===== config.mk =====
export PLATFORM = sky130hd
export DESIGN_NAME = command_line_tokenizer
export DESIGN_NICKNAME = d
export VERILOG_FILES = /design/src/rtl/clt_pkg.sv /design/src/rtl/clt_scan.sv /design/src/rtl/clt_resq.sv /design/src/rtl/command_line_tokenizer.sv
export SDC_FILE = /design/constraint.sdc
export NUM_CORES = 1
export LEC_CHECK = 0
export ABC_CLOCK_PERIOD_IN_PS = 3800
export BUFFER_PORTS_ARGS = -buffer_cell sky130_fd_sc_hd__buf_2
export CAP_MARGIN = 10
export CORE_MARGIN = 1.5
export CORE_UTILIZATION = 50
export CTS_CLUSTER_SIZE = 14
export DETAILED_ROUTE_END_ITERATION = 10
export GPL_ROUTABILITY_DRIVEN = 0
export PLACE_DENSITY = 0.65
export SLEW_MARGIN = 20
export SYNTH_ARGS = -nofsm -noshare
export SYNTH_HDL_FRONTEND = slang
export SYNTH_SLANG_ARGS = --single-unit

===== constraint.sdc =====
create_clock -name clk_i -period 3.8 [get_ports clk_i]
set_input_delay 0.76 -clock clk_i [delete_from_list [all_inputs] [get_ports clk_i]]
set_output_delay 0.76 -clock clk_i [all_outputs]
set_load 0.01 [all_outputs]

===== src/rtl/clt_pkg.sv =====
// Shared types, token codes and keyword tables for the command line tokenizer.
`timescale 1ns / 1ps

package clt_pkg;

  localparam int unsigned MaxTokenLength = 255;
  localparam int unsigned NumKeywords    = 17;
  localparam int unsigned ResDepth       = 4;
  localparam int unsigned ResPtrW        = $clog2(ResDepth);
  localparam int unsigned ResCntW        = $clog2(ResDepth + 1);

  // token kinds
  localparam logic [4:0] KindEol      = 5'd0;
  localparam logic [4:0] KindString   = 5'd1;
  localparam logic [4:0] KindBang     = 5'd2;
  localparam logic [4:0] KindLess     = 5'd3;
  localparam logic [4:0] KindGreater  = 5'd4;
  localparam logic [4:0] KindMinus    = 5'd5;
  localparam logic [4:0] KindPlus     = 5'd6;
  localparam logic [4:0] KindKeyword0 = 5'd7;

  // character codes
  localparam logic [7:0] CharNul     = 8'h00;
  localparam logic [7:0] CharTab     = 8'h09;
  localparam logic [7:0] CharNl      = 8'h0A;
  localparam logic [7:0] CharSpace   = 8'h20;
  localparam logic [7:0] CharBang    = 8'h21;
  localparam logic [7:0] CharHash    = 8'h23;
  localparam logic [7:0] CharPlus    = 8'h2B;
  localparam logic [7:0] CharMinus   = 8'h2D;
  localparam logic [7:0] CharLess    = 8'h3C;
  localparam logic [7:0] CharGreater = 8'h3E;

  typedef enum logic [1:0] {
    MODE_BETWEEN = 2'd0,
    MODE_WORD    = 2'd1,
    MODE_COMMENT = 2'd2
  } scan_mode_e;

  typedef struct packed {
    logic [4:0] kind;
    logic [7:0] length;
    logic       last;
  } tok_t;

  // results produced by one character, r0 first
  typedef struct packed {
    logic [1:0] n;
    tok_t       r0;
    tok_t       r1;
  } scan_out_t;

  // keyword text, right aligned: first character in the highest used byte
  function automatic logic [55:0] kw_text(input logic [4:0] k);
    logic [55:0] t;
    t = '0;
    case (k)
      5'd0:  t = "list";
      5'd1:  t = "run";
      5'd2:  t = "open";
      5'd3:  t = "close";
      5'd4:  t = "leave";
      5'd5:  t = "quit";
      5'd6:  t = "help";
      5'd7:  t = "get";
      5'd8:  t = "put";
      5'd9:  t = "post";
      5'd10: t = "verbose";
      5'd11: t = "follow";
      5'd12: t = "add";
      5'd13: t = "rm";
      5'd14: t = "delete";
      5'd15: t = "on";
      5'd16: t = "off";
      default: t = '0;
    endcase
    return t;
  endfunction

  function automatic logic [2:0] kw_len(input logic [4:0] k);
    logic [2:0] l;
    l = 3'd0;
    case (k)
      5'd0, 5'd2, 5'd5, 5'd6, 5'd9:         l = 3'd4;
      5'd1, 5'd7, 5'd8, 5'd12, 5'd16:       l = 3'd3;
      5'd3, 5'd4:                           l = 3'd5;
      5'd10:                                l = 3'd7;
      5'd11, 5'd14:                         l = 3'd6;
      5'd13, 5'd15:                         l = 3'd2;
      default:                              l = 3'd0;
    endcase
    return l;
  endfunction

  // character at position p of keyword k; only meaningful for p < kw_len(k)
  function automatic logic [7:0] kw_char(input logic [4:0] k, input logic [2:0] p);
    logic [55:0] t;
    logic [2:0]  idx;
    t   = kw_text(k);
    idx = kw_len(k) - 3'd1 - p;
    return t[idx*8 +: 8];
  endfunction

endpackage


===== src/rtl/clt_scan.sv =====
// Scanner: mode, word length and keyword candidates, with the per-character decode.
`timescale 1ns / 1ps

module clt_scan #(
  parameter int unsigned MAX_TOKEN_LENGTH = clt_pkg::MaxTokenLength
) (
  input  logic                clk_i,
  input  logic                rst_ni,
  input  logic                valid_i,
  input  logic [7:0]          char_i,
  output clt_pkg::scan_out_t  out_o
);
  import clt_pkg::*;

  localparam int unsigned LenW = $clog2(MAX_TOKEN_LENGTH + 1);
  localparam logic [LenW-1:0] MaxLen = LenW'(MAX_TOKEN_LENGTH);

  scan_mode_e             mode_q, mode_d;
  logic [NumKeywords-1:0] cand_q, cand_d;
  logic [LenW-1:0]        len_q, len_d;

  logic                   is_end, is_sep, is_hash;
  logic [LenW-1:0]        ext_p;
  logic [NumKeywords-1:0] ext_cand_in, ext_cand;
  logic [LenW-1:0]        ext_len;
  logic [4:0]             word_kind;
  logic [LenW+7:0]        len_wide;
  logic                   start_word;

  assign is_end  = (char_i == CharNul) || (char_i == CharNl);
  assign is_sep  = (char_i == CharSpace) || (char_i == CharTab);
  assign is_hash = (char_i == CharHash);

  // outside a word, any extension is the first character of a new word
  assign start_word = (mode_q != MODE_WORD);

  // word extension by one character; a new word starts from position zero
  assign ext_p       = start_word ? '0 : len_q;
  assign ext_cand_in = start_word ? '1 : cand_q;

  always_comb begin
    for (int k = 0; k < NumKeywords; k++) begin
      ext_cand[k] = ext_cand_in[k]
                    && (ext_p < {{(LenW-3){1'b0}}, kw_len(5'(k))})
                    && (kw_char(5'(k), ext_p[2:0]) == char_i);
    end
  end

  assign ext_len = (ext_p < MaxLen) ? ext_p + LenW'(1) : MaxLen;

  // lowest matching keyword wins
  always_comb begin
    word_kind = KindString;
    for (int k = NumKeywords - 1; k >= 0; k--) begin
      if (cand_q[k] && (len_q == {{(LenW-3){1'b0}}, kw_len(5'(k))})) begin
        word_kind = KindKeyword0 + 5'(k);
      end
    end
  end

  assign len_wide = {8'b0, len_q};

  always_comb begin
    mode_d     = mode_q;
    cand_d     = cand_q;
    len_d      = len_q;
    out_o      = '0;
    case (mode_q)
      MODE_WORD: begin
        if (is_end || is_sep || is_hash) begin
          out_o.r0.kind   = word_kind;
          out_o.r0.length = len_wide[7:0];
          mode_d          = is_hash ? MODE_COMMENT : MODE_BETWEEN;
          if (is_end) begin
            out_o.n         = 2'd2;
            out_o.r1.kind   = KindEol;
            out_o.r1.length = 8'd0;
            out_o.r1.last   = 1'b1;
          end else begin
            out_o.n       = 2'd1;
            out_o.r0.last = 1'b1;
          end
        end else begin
          cand_d = ext_cand;
          len_d  = ext_len;
        end
      end
      MODE_COMMENT: begin
        if (is_end) begin
          out_o.n       = 2'd1;
          out_o.r0.kind = KindEol;
          out_o.r0.last = 1'b1;
          mode_d        = MODE_BETWEEN;
        end
      end
      default: begin
        mode_d = MODE_BETWEEN;
        if (is_end) begin
          out_o.n       = 2'd1;
          out_o.r0.kind = KindEol;
          out_o.r0.last = 1'b1;
        end else if (is_sep) begin
          mode_d = MODE_BETWEEN;
        end else if (is_hash) begin
          mode_d = MODE_COMMENT;
        end else begin
          case (char_i)
            CharBang:    out_o.r0.kind = KindBang;
            CharLess:    out_o.r0.kind = KindLess;
            CharGreater: out_o.r0.kind = KindGreater;
            CharMinus:   out_o.r0.kind = KindMinus;
            CharPlus:    out_o.r0.kind = KindPlus;
            default:     out_o.r0.kind = KindString;
          endcase
          if (out_o.r0.kind == KindString) begin
            mode_d     = MODE_WORD;
            cand_d     = ext_cand;
            len_d      = ext_len;
          end else begin
            out_o.n         = 2'd1;
            out_o.r0.length = 8'd1;
            out_o.r0.last   = 1'b1;
          end
        end
      end
    endcase
    if (!valid_i) begin
      mode_d = mode_q;
      cand_d = cand_q;
      len_d  = len_q;
      out_o  = '0;
    end
  end

  always_ff @(posedge clk_i or negedge rst_ni) begin
    if (!rst_ni) begin
      mode_q <= MODE_BETWEEN;
      cand_q <= '1;
      len_q  <= '0;
    end else begin
      mode_q <= mode_d;
      cand_q <= cand_d;
      len_q  <= len_d;
    end
  end

  a_two_results: assert property (@(posedge clk_i) disable iff (!rst_ni)
    out_o.n == 2'd2 |-> out_o.r1.kind == KindEol && out_o.r1.last && !out_o.r0.last)
    else $error("second result must be end of line");

  a_single_last: assert property (@(posedge clk_i) disable iff (!rst_ni)
    out_o.n == 2'd1 |-> out_o.r0.last)
    else $error("single result not marked last");

  a_keyword_short: assert property (@(posedge clk_i) disable iff (!rst_ni)
    (out_o.n != 2'd0 && out_o.r0.kind >= KindKeyword0) |-> out_o.r0.length <= 8'd7)
    else $error("keyword with impossible length");

  a_hold_idle: assert property (@(posedge clk_i) disable iff (!rst_ni)
    !valid_i |=> $stable(mode_q) && $stable(cand_q) && $stable(len_q))
    else $error("scan state changed without a word");

endmodule


===== src/rtl/clt_resq.sv =====
// Result queue: takes up to two results a cycle, hands out one per cycle while ready_i is high.
`timescale 1ns / 1ps

module clt_resq (
  input  logic               clk_i,
  input  logic               rst_ni,
  input  clt_pkg::scan_out_t push_i,
  output logic               space_o,
  output logic               valid_o,
  input  logic               ready_i,
  output clt_pkg::tok_t      tok_o
);
  import clt_pkg::*;

  tok_t               mem_q [ResDepth];
  logic [ResPtrW-1:0] wptr_q, wptr_d, rptr_q, rptr_d;
  logic [ResCntW-1:0] count_q, count_d;
  logic               pop;

  assign valid_o = (count_q != '0);
  assign space_o = (count_q <= ResCntW'(ResDepth - 2));
  assign pop     = valid_o && ready_i;
  assign tok_o   = mem_q[rptr_q];

  assign wptr_d  = wptr_q + ResPtrW'(push_i.n);
  assign rptr_d  = rptr_q + ResPtrW'(pop);
  assign count_d = count_q + ResCntW'(push_i.n) - ResCntW'(pop);

  always_ff @(posedge clk_i) begin
    if (push_i.n != 2'd0) begin
      mem_q[wptr_q] <= push_i.r0;
    end
    if (push_i.n == 2'd2) begin
      mem_q[wptr_q + ResPtrW'(1)] <= push_i.r1;
    end
  end

  always_ff @(posedge clk_i or negedge rst_ni) begin
    if (!rst_ni) begin
      wptr_q  <= '0;
      rptr_q  <= '0;
      count_q <= '0;
    end else begin
      wptr_q  <= wptr_d;
      rptr_q  <= rptr_d;
      count_q <= count_d;
    end
  end

  a_count_bound: assert property (@(posedge clk_i) disable iff (!rst_ni)
    count_q <= ResCntW'(ResDepth))
    else $error("result queue overfilled");

  a_no_overflow: assert property (@(posedge clk_i) disable iff (!rst_ni)
    push_i.n != 2'd0 |-> count_q + ResCntW'(push_i.n) <= ResCntW'(ResDepth) + ResCntW'(pop))
    else $error("push into full result queue");

  a_count_track: assert property (@(posedge clk_i) disable iff (!rst_ni)
    1'b1 |=> count_q == $past(count_q) + ResCntW'($past(push_i.n)) - ResCntW'($past(pop)))
    else $error("result count out of step");

endmodule


===== src/rtl/command_line_tokenizer.sv =====
// Top level of the command line tokenizer: stream ports around scanner and result queue.
`timescale 1ns / 1ps
//
// Usage:
//   Slave channel s_axis_*: one character word per handshake, byte in tdata[7:0].
//   Master channel m_axis_*: one token per word. tdata[4:0] is the token kind,
//   tdata[12:5] its length (saturated, zero for end of line); tlast marks the
//   final token caused by a character.
//   A token enters the result queue when the character that ends it is taken
//   and is offered on the master side once the tokens ahead of it have drained.
//   Throughput: one character per cycle while s_axis_tready_o is high. Most
//   characters give zero or one token; a word ended by newline or zero gives two,
//   which drain one per cycle while m_axis_tready_i is high. The scanner updates
//   its state in the accepting cycle, so the next character can follow at once.
//   A four-entry result queue decouples the sides: s_axis_tready_o is high while
//   at least two entries are free, so a stalled receiver first fills the queue
//   and then holds off input; nothing is dropped.
//   Reset (rst_ni low, asynchronous) returns to between tokens and empties the
//   queue; a character stream can start in the first cycle after reset.
//
module command_line_tokenizer #(
  parameter int unsigned MAX_TOKEN_LENGTH = clt_pkg::MaxTokenLength
) (
  input  logic        clk_i,
  input  logic        rst_ni,
  input  logic        s_axis_tvalid_i,
  output logic        s_axis_tready_o,
  input  logic [7:0]  s_axis_tdata_i,   // [7:0] char_code
  output logic        m_axis_tvalid_o,
  input  logic        m_axis_tready_i,
  output logic [15:0] m_axis_tdata_o,   // [4:0] token_kind, [12:5] token_length, [15:13] zero
  output logic        m_axis_tlast_o
);
  import clt_pkg::*;

  logic      in_fire;
  scan_out_t scan_out;
  tok_t      tok;

  assign in_fire = s_axis_tvalid_i && s_axis_tready_o;

  clt_scan #(
    .MAX_TOKEN_LENGTH(MAX_TOKEN_LENGTH)
  ) u_scan (
    .clk_i  (clk_i),
    .rst_ni (rst_ni),
    .valid_i(in_fire),
    .char_i (s_axis_tdata_i),
    .out_o  (scan_out)
  );

  clt_resq u_resq (
    .clk_i  (clk_i),
    .rst_ni (rst_ni),
    .push_i (scan_out),
    .space_o(s_axis_tready_o),
    .valid_o(m_axis_tvalid_o),
    .ready_i(m_axis_tready_i),
    .tok_o  (tok)
  );

  assign m_axis_tdata_o = {3'b000, tok.length, tok.kind};
  assign m_axis_tlast_o = tok.last;

endmodule

---- After elaboration in Yosys (flattened, before gate mapping) ----
Memory sizes are Yosys's and may differ from the RTL's.
Cells that the tools add are included.
word-level totals
  bits in registers ....................... 34
  latch bits .............................. 0
  memory bits (writable) .................. 56
  ROM bits ................................ 0
  bits of input ports ..................... 12
  output and inout port bits .............. 19
  logic and storage cells ................. 219
  memories ................................ 1
memories
  memory        words  width  read ports  clocked after memory_dff  write ports  RTL line        text
  u_resq.mem_q  4      14     1           0                         2            clt_resq.sv:15  tok_t mem_q [ResDepth];
operators by class
  $add $sub $neg .......................... 12
  multipliers ............................. 0
  div/mod/pow operators ................... 0
  $lt $le $gt $ge ......................... 8
  eq/ne operators ......................... 43
  shifts and indexed selects .............. 17
  multiplexer cells ....................... 67
  bitwise logic cells ..................... 1
  reduce and logical (&&, ||, !) cells .... 64
operator list
  operator                 count
  $shiftx 56x7->8 const A  17
  $eq 8x8->1               17
  $mux 5                   21
  $mux 17                  6
  $mux 8                   8
  $mux 30                  2
  $eq 8x6->1 const B       7
  $logic_and 1x1->1        53
  $pmux 17 s2              1
  $eq 8x3->1 const B       4
  $lt 8x3->1 const B       4
  $mux 16                  2
  $pmux 8 s2               2
  $eq 8x2->1 const B       2
  $eq 8x4->1 const B       2
  $lt 8x2->1 const B       2
  $mux 2                   8
  $pmux 3 s5               1
  $mux 14                  1
  $pmux 7 s2               1
  $mux 1                   10
  $sub 3x3->3 const A      3
  $add 8x1->8 const B      1
  $logic_not 8->1          1
  other kinds (25)         36

---- Logic depth before layout (Yosys ltp) ----
  depth in word-level cells ............... 25
  mapped depth ............................ 15
  gate-level depth less buffers ........... 14

---- By module ----
From an unflattened synthesis, not the netlist that was laid out.
unflattened totals
  cells, all modules ...................... 705
  area, all modules ....................... 7226.9 um^2
modules (own cells, without submodules)
  module                  times used  cells each  area each (um^2)  seq. area each (um^2)
  clt_scan                1           525         3945.0            696.9
  clt_resq                1           175         3249.4            1856.8
  command_line_tokenizer  1           5           32.5              0.0

---- Least setup slack after synthesis ----
OpenSTA, ideal clock, no wires.
  kind .................................... input port to flip-flop
  from .................................... input port s_axis_tdata_i[5]
  to ...................................... register u_resq.count_q[2]
  setup time .............................. 0.123 ns
  data arrival time ....................... 3.804 ns
  required time ........................... 3.677 ns
  setup slack ............................. -0.126 ns
  stages .................................. 13
  path buffers ............................ 1
  cells stage by stage .................... buf_4 -> or3b_1 -> or4_1 -> a21boi_4 -> a311oi_4 -> inv_1 -> ha_1 -> inv_1 -> ha_1 -> inv_1 -> fa_1 -> xor2_1 -> xnor2_1
on the way
  longest elaborated chain between the ends .. 15
  elaborated cells between the ends (all ways) .. 31
  those cells by class .................... add/sub: 2; eq/ne: 10; mux: 14; reduce/logical: 5
RTL lines
  element                 RTL line                      text
  start: declaration      command_line_tokenizer.sv:28  input logic [7:0] s_axis_tdata_i,
  $eq 8x6->1              clt_scan.sv:107               case (char_i)
  $pmux 3 s5              clt_scan.sv:107
  $mux 5                  clt_scan.sv:104               end else if (is_hash) begin
  $mux 5                  clt_scan.sv:102               end else if (is_sep) begin
  $mux 5                  clt_scan.sv:98                if (is_end) begin
  $mux 5                  clt_scan.sv:68                case (mode_q)
  $eq 5x1->1              clt_scan.sv:115               if (out_o.r0.kind == KindString) begin
  $mux 1                  clt_scan.sv:115
  $mux 16                 clt_scan.sv:104
  $mux 16                 clt_scan.sv:102
  $mux 7                  clt_scan.sv:98
  $pmux 7 s2 (*)          clt_scan.sv:68
  $mux 30 (*)             clt_scan.sv:127               if (!valid_i) begin
  $add 3x2->3 (*)         clt_resq.sv:27                assign count_d = count_q + ResCntW'(push_i.n) - ResCntW'(pop);
  $sub 3x1->3 (*)         clt_resq.sv:27
  via u_resq.count_d[2]   clt_resq.sv:17                logic [ResCntW-1:0] count_q, count_d;
  end signal: assignment  clt_resq.sv:46                count_q <= count_d;
  end: declaration        clt_resq.sv:17
The timed path passes the listed nets; every way through them passes the cells marked *. The select of a mux whose other input is x is not followed.
A chain may end at the register's enable or synchronous reset.

---- Worst setup path in the final report ----
  from .................................... register u_scan.mode_q[1]
  to ...................................... register u_scan.cand_q[3]
on the way
  longest elaborated chain between the ends .. 11
  elaborated cells between the ends (all ways) .. 24
  those cells by class .................... add/sub: 1; order compare: 1; eq/ne: 8; shift: 1; mux: 8; bitwise: 1; reduce/logical: 4
RTL lines
  element                   RTL line         text
  start: declaration        clt_scan.sv:18   scan_mode_e mode_q, mode_d;
  start signal: assignment  clt_scan.sv:141  mode_q <= mode_d;
  $ne 2x1->1                clt_scan.sv:35   assign start_word = (mode_q != MODE_WORD);
  $mux 8                    clt_scan.sv:38   assign ext_p = start_word ? '0 : len_q;
  $sub 3x3->3               clt_pkg.sv:100   idx = kw_len(k) - 3'd1 - p;
  $shiftx 56x7->8           clt_pkg.sv:101   return t[idx*8 +: 8];
  $eq 8x8->1                clt_scan.sv:45   && (kw_char(5'(k), ext_p[2:0]) == char_i);
  $logic_and 1x1->1         clt_scan.sv:45
  $mux 17                   clt_scan.sv:115
  $mux 17                   clt_scan.sv:104
  $mux 17                   clt_scan.sv:102
  $mux 17                   clt_scan.sv:98
  $pmux 17 s2               clt_scan.sv:68
  end signal: assignment    clt_scan.sv:142  cand_q <= cand_d;
  end: declaration          clt_scan.sv:19   logic [NumKeywords-1:0] cand_q, cand_d;
Parallel ways exist; a longest one is shown, timed or not. The select of a mux whose other input is x is not followed.

==> PnR_summary.wiki <==
{| class="wikitable"
! Metric !! Value
|-
| Outcome || complete, no violations
|-
| Crit path max fanout || 15
|-
| Number of cells traversed by the worst hold path || 1
|-
| Maximum number of pins on one net before global-route repair || 35
|-
| Routed via count || 5710
|-
| Total of endpoints with negative setup slack in the final report || 0
|-
| Antenna violations before repair || 0
|-
| Wire length of the first global-routing pass || 29000 um
|-
| Number of enable flip-flop cells after synthesis || 4
|-
| CTS tree || yes
|-
| Gates resized, CTS repair || 0
|-
| Root buffer cell || sky130_fd_sc_hd__clkbuf_16
|-
| Predominant post-synthesis flop cell || sky130_fd_sc_hd__dfxtp_1
|-
| Remaining design rule violation count || 0
|-
| Accumulated negative setup slack || 0 ns
|-
| CTS Hold Buffers Added || 0
|-
| Worst min-delay path startpoint || u_resq.mem_q[1][12]
|-
| Boundary pin count || 31
|-
| Multi-input gate area in the final layout || 3810 um^2
|-
| Worst min-delay path endpoint || u_resq.mem_q[1][12]
|-
| Leading cell types by count after synthesis || sky130_fd_sc_hd__nand2_1, sky130_fd_sc_hd__dfxtp_1, sky130_fd_sc_hd__o21ai_0, sky130_fd_sc_hd__clkbuf_1
|-
| Critical Path, Cell by Cell || inv_1 -> ha_1 -> nand2_1 -> ha_1 -> a21boi_0 -> or2_2 -> nand3b_1 -> a211oi_1 -> nand3_1 -> o32ai_1
|-
| Clock sinks || 90
|-
| First DRT Iteration DRCs || 542
|-
| Number of diodes || 0
|-
| Leakage Power || 2.74 nW
|-
| Num rows || 40
|-
| Dominant cells by area after synthesis || sky130_fd_sc_hd__dfxtp_1, sky130_fd_sc_hd__dfstp_2, sky130_fd_sc_hd__dfrtp_1, sky130_fd_sc_hd__nand2_1, sky130_fd_sc_hd__mux2i_1
|-
| Placed wire-length estimate || 13300 um
|-
| Number of nets at the end of the flow || 769
|-
| Max Root-Sink Buffers || 2
|-
| Beginning of the critical path || u_scan.mode_q[1]
|-
| Post-route worst setup slack || 0.383 ns
|-
| Post-Layout Cell Count || 908
|-
| Area growth, synth to finish || 11.5%
|-
| End of the worst register-to-register path || u_scan.cand_q[3]
|-
| Fillcell total || 1083
|-
| Wire per inst || 19.7 um
|-
| Post-route fraction of the period consumed by the critical path || 89.9%
|-
| Sequential fraction of the synthesis area || 32.9%
|-
| Grt total ovfl || 0
|-
| Tightest Pin Transition || 0.843 ns
|-
| Data required time of the worst path || 4.05 ns
|-
| Post-detailed-routing wire length || 17900 um
|-
| Horiz. Die Dim || 114 um
|-
| Register bit total from synthesis || 90
|-
| Area of the die || 13000 um^2
|-
| Largest incremental delay on the critical path || 0.55 ns
|-
| Portion of synthesized cell area occupied by the leading cell type || 16.8%
|-
| Placed instance count || 892
|-
| Cell type contributing the most total cell area after synthesis || sky130_fd_sc_hd__dfxtp_1
|-
| Post-CTS setup buffer count || 0
|-
| Type of element capturing the critical path || flip-flop
|-
| Cell type with the highest occurrence count on the critical path || sky130_fd_sc_hd__ha_1
|-
| Launch point of the worst reg-to-reg path || u_scan.mode_q[1]
|-
| Post-Route Skew || 0.0108 ns
|-
| Worst IR Drop VDD || 0.369 mV
|-
| Final hold viol count || 0
|-
| Buffers added on ports || 27
|-
| Number of H-tree levels || 3
|-
| Slowest-stage cell, CP || sky130_fd_sc_hd__ha_1
|-
| Peak clock frequency supported by timing || 293 MHz
|-
| Count of buffering cells on the critical path with inverters included || 1
|-
| Core Footprint || 12100 um^2
|-
| Family of cells with the greatest summed delay on the critical path || compound AO/OA/AOI/OAI gates
|-
| Cts bufs inserted || 9
|-
| First drt pass iteration count || 5
|-
| Worst Setup Path Type || reg2reg
|-
| Count of pins over their slew limit || 0
|-
| Worst hold path class || reg2reg
|-
| Number of global-route vias before repair || 5548
|-
| Fraction of synthesis flops using an asynchronous set or reset pin || 37.8%
|-
| Max-Slew Margin vs Limit || 42.4%
|-
| Post-detailed-route via-to-cell ratio || 6.29
|-
| Number of nets still failing antenna checks after routing || 0
|-
| RSZ-0062 raised after global routing || false
|-
| Worst reg-to-reg path cell count || 10
|-
| Die Y-Extent || 114 um
|-
| Pwr/cell area || 664 nW/um^2
|-
| Sequential cell area || 2030 um^2
|-
| Number of different library cells in the post-synthesis netlist || 79
|-
| Worst-Skew Late Latency || 0.35 ns
|-
| Max-capacitance violation count || 0
|-
| Initial Utilization || 51.3%
|-
| Final core utilization || 57.1%
|-
| Cell with the most instances after synthesis || sky130_fd_sc_hd__nand2_1
|-
| Tot GR Track Use || 28.5%
|-
| Mean instance size in the synthesized netlist || 8.70 um^2
|-
| Fraction of layout instances using a drive strength above 1 || 18.0%
|-
| Post-layout min period || 3.42 ns
|-
| Kind of start point of the critical path || flip-flop
|-
| Setup slack at placement || 0.126 ns
|-
| Data arrival time of the critical path || 3.66 ns
|-
| Yosys warns || 0
|-
| Syn Std Cell Area || 6180 um^2
|-
| Reg-to-reg setup timing slack || 0.38 ns
|-
| Synthesized instance count || 711
|-
| Clock-pin slew on the worst setup and hold paths || 0.07 ns
|}
==> stage by stage <==
stage / power [mW] / hold slack (ns) / area (um^2)
2_1_floorplan: 2.97 / 0.427 / 6200
3_3_place_gp: 3.61 / 0.439 / 6600
3_5_place_dp: 3.67 / 0.441 / 6600
4_1_cts: 4.56 / 0.463 / 6890
5_1_grt: 4.88 / 0.475 / 6890
6_report: 4.58 / 0.458 / 6890
==> layout make-up <==
| cell class | instances | share of cell area, % |
|---|---|---|
| Sequential cell | 90 | 29.5 |
| Clock buffer | 10 | 3.47 |
| Multi-Input combinational cell | 538 | 55.3 |
| Clock inverter | 6 | 0.817 |
| Tap cell | 168 | 3.05 |
| Inverter | 30 | 1.63 |
| Timing Repair Buffer | 66 | 6.21 |
==> cell families (layout without fill, tap and decap cells) <==
family                     after synthesis  in the layout  share of synthesized area (%)
and+or+nand+nor                        242            242                           19.2
other                                    1              3                         0.0606
adders and majority gates               22             22                           4.57
buffers and inverters                   85            112                           5.73
muxes                                   48             48                           10.6
xor gates and xnor gates                33             33                           4.67
AOI/OAI and AO/OA                      190            190                           22.3
DFF                                     90             90                           32.9
==> registers in the layout (all words and copies together) (netlist names) <==
name,count
u_scan.len_q,8
u_resq.count_q,3
u_resq.wptr_q,2
u_resq.rptr_q,2
u_scan.cand_q,17
u_scan.mode_q,2
u_resq.mem_q,56
==> where the power goes <==
| part | total (mW) | leakage [nW] | internal [mW] | switching [mW] |
|---|---|---|---|---|
| combinational | 2.46 | 1.76 | 0.941 | 1.51 |
| sequential | 1.23 | 0.839 | 1.07 | 0.157 |
| clock | 0.894 | 0.144 | 0.478 | 0.416 |
==> metal layers <==
metal	global-route usage, %	wire length, um
met1	35.6	7320
met2	47.7	8800
met3	4.92	980
met4	14.2	823
met5	0	0
==> cells in the final DEF, fill, tap and decap left out, drive strengths merged, types with 6 or more instances in the layout <==
| cell type | netlist | routed |
|---|---|---|
| a21oi | 26 | 26 |
| clkbuf | 37 | 10 |
| nor3 | 20 | 20 |
| buf | 18 | 66 |
| ha | 21 | 21 |
| o21ai | 49 | 49 |
| mux4 | 14 | 14 |
| o2bb2ai | 28 | 28 |
| mux2i | 33 | 33 |
| xnor2 | 25 | 25 |
| dfstp | 17 | 17 |
| nor2b | 7 | 7 |
| nand3b | 8 | 8 |
| dfrtp | 17 | 17 |
| nor4 | 8 | 8 |
| a22oi | 6 | 6 |
| and2 | 6 | 6 |
| dfxtp | 52 | 52 |
| nand3 | 25 | 25 |
| nand4 | 11 | 11 |
| a31oi | 12 | 12 |
| inv | 28 | 33 |
| xor2 | 8 | 8 |
| nor2 | 33 | 33 |
| nand2 | 94 | 94 |
| o31ai | 12 | 12 |
==> how the worst max path moves through the flow <==
| stage | end | depth (start not counted) | slack, ns |
|---|---|---|---|
| 2_1_floorplan | u_resq.count_q[2] | 13 | 0.01 |
| 3_3_place_gp | u_resq.count_q[2] | 13 | 0.15 |
| 3_5_place_dp | u_resq.count_q[2] | 13 | 0.13 |
| 4_1_cts | u_scan.cand_q[16] | 12 | 0.43 |
| 5_1_grt | u_scan.cand_q[14] | 11 | 0.17 |
| 6_report | u_scan.cand_q[3] | 10 | 0.38 |
No activity file was read; power rests on OpenSTA's default activity.
